## src/rtl/sobb_pkg.sv

```systemverilog
package sobb_pkg;

  localparam int ROT_W     = 16;
  localparam int AXIS_W    = 48;
  localparam int CFG_IDX_W = 3;

  localparam logic [CFG_IDX_W-1:0] CFG_CENTER_X = 3'd0;
  localparam logic [CFG_IDX_W-1:0] CFG_CENTER_Y = 3'd1;
  localparam logic [CFG_IDX_W-1:0] CFG_CENTER_Z = 3'd2;
  localparam logic [CFG_IDX_W-1:0] CFG_EXTENTS  = 3'd3;
  localparam logic [CFG_IDX_W-1:0] CFG_AXIS_X   = 3'd4;
  localparam logic [CFG_IDX_W-1:0] CFG_AXIS_Y   = 3'd5;
  localparam logic [CFG_IDX_W-1:0] CFG_AXIS_Z   = 3'd6;

  localparam logic [AXIS_W-1:0] AXIS_X_RST = 48'h0000_0000_4000;
  localparam logic [AXIS_W-1:0] AXIS_Y_RST = 48'h0000_4000_0000;
  localparam logic [AXIS_W-1:0] AXIS_Z_RST = 48'h4000_0000_0000;

  typedef logic signed [ROT_W-1:0] rot_t;
  typedef rot_t [2:0][2:0] rot_mat_t;

  typedef struct packed {
    logic valid;
    logic outside;
    logic big;
  } sobb_ctl_t;

endpackage

```

## src/rtl/sobb_cfg.sv

```systemverilog
module sobb_cfg #(
  parameter int COORD_BITS = 20,
  parameter int CFG_W      = 60
) (
  input  logic                                clk,
  input  logic                                rst_n,
  input  logic                                cfg_we,
  input  logic [sobb_pkg::CFG_IDX_W-1:0]      cfg_idx,
  input  logic [CFG_W-1:0]                    cfg_data,
  output logic signed [COORD_BITS-1:0]        center_x,
  output logic signed [COORD_BITS-1:0]        center_y,
  output logic signed [COORD_BITS-1:0]        center_z,
  output logic [3*COORD_BITS-1:0]             extents,
  output sobb_pkg::rot_mat_t                  rot
);

  localparam int EXT_W = 3 * COORD_BITS;

  logic signed [COORD_BITS-1:0]     cx_r, cy_r, cz_r;
  logic [EXT_W-1:0]                 ext_r;
  logic [EXT_W-1:0]                 ext_mask;
  logic [sobb_pkg::AXIS_W-1:0]      axis_r [3];

  for (genvar k = 0; k < EXT_W; k++) begin : g_mask
    assign ext_mask[k] = (k < 64) ? 1'b1 : 1'b0;
  end

  always_ff @(posedge clk) begin
    if (!rst_n) begin
      cx_r      <= '0;
      cy_r      <= '0;
      cz_r      <= '0;
      ext_r     <= '0;
      axis_r[0] <= sobb_pkg::AXIS_X_RST;
      axis_r[1] <= sobb_pkg::AXIS_Y_RST;
      axis_r[2] <= sobb_pkg::AXIS_Z_RST;
    end else if (cfg_we) begin
      unique case (cfg_idx)
        sobb_pkg::CFG_CENTER_X: cx_r      <= $signed(cfg_data[COORD_BITS-1:0]);
        sobb_pkg::CFG_CENTER_Y: cy_r      <= $signed(cfg_data[COORD_BITS-1:0]);
        sobb_pkg::CFG_CENTER_Z: cz_r      <= $signed(cfg_data[COORD_BITS-1:0]);
        sobb_pkg::CFG_EXTENTS:  ext_r     <= cfg_data[EXT_W-1:0] & ext_mask;
        sobb_pkg::CFG_AXIS_X:   axis_r[0] <= cfg_data[sobb_pkg::AXIS_W-1:0];
        sobb_pkg::CFG_AXIS_Y:   axis_r[1] <= cfg_data[sobb_pkg::AXIS_W-1:0];
        sobb_pkg::CFG_AXIS_Z:   axis_r[2] <= cfg_data[sobb_pkg::AXIS_W-1:0];
        default: ;
      endcase
    end
  end

  always_comb begin
    for (int r = 0; r < 3; r++) begin
      for (int c = 0; c < 3; c++) begin
        rot[r][c] = axis_r[c][16*r +: 16];
      end
    end
  end

  assign center_x = cx_r;
  assign center_y = cy_r;
  assign center_z = cz_r;
  assign extents  = ext_r;

endmodule

```

## config.mk

```make
export PLATFORM = sky130hd
export DESIGN_NAME = sobb_cfg
export DESIGN_NICKNAME = d
export VERILOG_FILES = /design/src/rtl/sobb_pkg.sv /design/src/rtl/sobb_cfg.sv
export SDC_FILE = /design/constraint.sdc
export NUM_CORES = 1
export LEC_CHECK = 0
export BUFFER_PORTS_ARGS = -buffer_cell sky130_fd_sc_hd__buf_2
export CAP_MARGIN = 20
export CORE_MARGIN = 1
export CORE_UTILIZATION = 49
export DETAILED_ROUTE_END_ITERATION = 10
export GPL_ROUTABILITY_DRIVEN = 0
export PLACE_DENSITY = 0.79
export RECOVER_POWER = 25
export REMOVE_ABC_BUFFERS = 1
export SLEW_MARGIN = 0
export SYNTH_ARGS = -nofsm -noshare
export SYNTH_HDL_FRONTEND = slang
export SYNTH_SLANG_ARGS = --single-unit
export TNS_END_PERCENT = 20
```

## constraint.sdc

```tcl
create_clock -name clk -period 7.85 [get_ports clk]
set_input_delay 1.9625 -clock clk [delete_from_list [all_inputs] [get_ports clk]]
set_output_delay 1.9625 -clock clk [all_outputs]
set_load 0.02 [all_outputs]
```

==> results summary <==
The delay of the slowest critical-path stage is 2.49 ns. The routed design could run at a clock period as short as 5.56 ns. The post-CTS setup buffer count came out at 0. The initial antenna violation count is 0.

TritonCTS built the clock tree. The clock tree buffer depth is 3. Gates resized during post-CTS repair numbered 0. The combined global-route utilization of all metal layers is 0.244. Summing all multi-input logic gate instances after layout gives 2370 sq um. The clock tree skew after final layout came out at 0 ns.

The cell area after synthesis is 9270 sq um. The number of detailed-route iterations in the first pass came out at 5. The overall die height is 140 microns. Ranked by instance count, the synthesized netlist is headed by sky130_fd_sc_hd__nand2_1, sky130_fd_sc_hd__edfxtp_1, sky130_fd_sc_hd__dfxtp_1, sky130_fd_sc_hd__mux2i_1, sky130_fd_sc_hd__nor3b_1. The total of buffers placed on input and output ports is 329.

The share of the synthesized area in the top cell type came out at 0.467. The kind of cell adding the most delay to the critical path is compound AO/OA/AOI/OAI gates. The sink count of the clock tree came out at 264. Summed over all failing endpoints, the final setup total negative slack is 0 ns. The synthesis warning total came out at 0. The min-delay analysis places its worst path in the category reg2reg.

The most used flip-flop cell after synthesis is sky130_fd_sc_hd__edfxtp_1. In this run the count of I/O pins placed on the die edge is 330. The max capacitance violation total came out at 3.

Among all stages on the critical path, the largest delay is contributed by sky130_fd_sc_hd__o21ai_0. The async set or reset register ratio after synthesis came out at 0. The core region is 18300 sq um. After filler insertion, the fill cell instance count of the layout stands at 1449. The total setup violations reported at the end of the flow is 0. The detailed router finished its first iteration with 321 violations. The critical path goes through clkbuf_1 -> nand2b_1 -> o21ai_0 -> buf_4. The wire length per cell after detailed routing came out at 19.4 microns. For the worst setup path, the data required time is 8.00 ns. The number of hold violations in the final report came to 0. Timing would allow up to 180 MHz. The critical path arrival is 5.70 ns. In the final layout, the share of cells above drive strength 1 is 0.262. The number of buffers inserted by hold repair at cts is 0. The number of CTS-inserted buffers came out at 26. The largest total area in the synthesized netlist belongs to sky130_fd_sc_hd__edfxtp_1.

The endpoint type of the worst setup path is a register. The average cell area after synthesis came out at 13.8 sq um. The actual transition at the worst max-transition pin came out at 3.35 ns. The initial standard-cell utilization of the core came out at 0.507.

The pre-CTS setup slack is 3.59 ns. After synthesis, the cell types taking the most area are sky130_fd_sc_hd__edfxtp_1, sky130_fd_sc_hd__dfxtp_1, sky130_fd_sc_hd__mux2i_1. Row generation in the floorplan step produced 49 rows. CTS built an H-tree with a depth of 1.

The number of buffers and inverters on the critical path is 2. The flow ran to the end, but the final reports show violations. The setup check on the worst reg-to-reg path leaves a slack of 7.15 ns. In this run the clock root is driven by a sky130_fd_sc_hd__clkbuf_16. The width of the chip came out at 140 microns. The analysis attributes to cell leakage a power of 4.91 nW. The HPWL after detailed placement is 15800 microns. The power density over the cells came out at 259 nW/um^2. The final reports fail on capacitance limit, slew limit.

Once routing completed, OpenROAD measured the worst setup slack at 2.29 ns. The count of nets left with antenna violations once routing finished came out at 0. The count of mapped cells out of synthesis is 672. The count of antenna diodes in the layout came out at 0. The biggest fanout along the worst timing path is 30. From synthesis to final layout, the design area changed by 27.9%. The post-route clock period utilization came out at 0.708. The register area share after synthesis is 0.726.

The via count of the first global-routing pass is 6354. The maximum vdd ir drop came out at 0.000142 V. Wires add up to 24100 microns.

Dividing the detail-routed via count by the number of cells gives 5.22. The number of synthesized register bits is 264. The sequential cells in the finished layout cover a total of 6730 sq um. Setup repair after global routing left no endpoint under its margin.

The pin count of the biggest net entering global routing came out at 111. The count of final max-slew check failures was 72. The clock edge transition at the registers on the reported setup and hold paths came out at 0.06 ns.

The remaining routing DRC violations came out at 0. The via count is 6493. The worst setup path is of the in2reg kind. In the post-synthesis netlist, the cell with the most instances is sky130_fd_sc_hd__nand2_1. The number of enable-type register cells in the synthesized netlist is 144. STA classifies the critical path startpoint as a primary input. The total overflow left after global routing is 0.

Measured against its own limit, the worst slew margin works out to -1.26. The wire length of the first global-routing pass is 36800 microns. The die covers 19500 sq um. In this run, distinct cell masters in the synthesized netlist total 18. The clock latency on the worst-skew pair is 0.51 ns. The final layout contains 1060 nets.
[sequential cells by signal, indices dropped and copies added (netlist names)]
register / cells
center_y: 20
center_x: 20
center_z: 20
axis_r: 144
extents: 60
[path summary, 6_finish.rpt]
check	from	endpoint	cells after the start
max	cfg_idx[1]	axis_r[0][134]$_DFFE_PP_	4
min	center_x[0]$_SDFFE_PN0P_	center_x[0]$_SDFFE_PN0P_	2
max reg2reg	extents[45]$_SDFFE_PN0P_	extents[45]$_SDFFE_PN0P_	2
min reg2reg	center_x[0]$_SDFFE_PN0P_	center_x[0]$_SDFFE_PN0P_	2
[layout by cell type (no fill, tap or decap), drive strengths merged]
cell / synthesis / final
mux2i: 120 / 120
buf: 12 / 222
nand3: 1 / 1
dfxtp: 120 / 120
clkbuf: 33 / 157
or3: 3 / 3
nand4bb: 2 / 2
or4b: 1 / 1
clkinv: 0 / 7
and4b: 1 / 1
nand2b: 1 / 1
bufinv: 0 / 1
o31ai: 2 / 2
inv: 1 / 1
and2: 1 / 1
nor3b: 48 / 48
o21ai: 1 / 1
edfxtp: 144 / 144
nand2: 181 / 181
[worst register-to-register path: stages, from the launching register on]
cell and delay, ns:
sky130_fd_sc_hd__dfxtp_1 0.36, sky130_fd_sc_hd__nand2_1 0.07, sky130_fd_sc_hd__mux2i_1 0.19
[layer usage]
| metal | up-vias | GRT usage | routed length (microns) |
|---|---|---|---|
| li1 | 2991 | - | - |
| met1 | 3160 | 0.294 | 9280 |
| met2 | 293 | 0.431 | 12200 |
| met3 | 49 | 0.0554 | 1960 |
| met4 | 0 | 0.0825 | 675 |
| met5 | - | 0 | 0 |
[where the power goes]
group          internal, mW  switching [mW]
combinational        0.0789           0.203
clock                 0.740           0.500
sequential             1.53          0.0222
[cells by family after synthesis]
kind of cell	after synthesis	synth area share
and+or+nand+nor	239	0.121
buffers and inverters	46	0.0216
DFF	264	0.726
muxes	120	0.130
AOI/OAI and AO/OA	3	0.00216
[final cells by class]
class,instances,share of cell area
Sequential cell,264,0.567
Clock inverter,8,0.00538
Tap cell,229,0.0242
Clock buffer,40,0.0681
Inverter,1,0.000317
Multi-Input combinational cell,362,0.200
Timing Repair Buffer,339,0.134
[stage by stage]
step | std cells | utilization | cell area, sq um | hold WS, ns | total power [mW]
floorplan | 627 | - | 9070 | 0.531 | 1.73
global placement | 1192 | 0.609 | 11100 | 0.438 | 1.86
detailed placement | 1193 | 0.610 | 11100 | 0.443 | 1.87
CTS | 1241 | 0.658 | 12000 | 0.456 | 3.09
global route | 1243 | 0.649 | 11900 | 0.478 | 3.16
finish | 1243 | 0.649 | 11900 | 0.452 | 3.07
(Power assumes the default switching activity.)
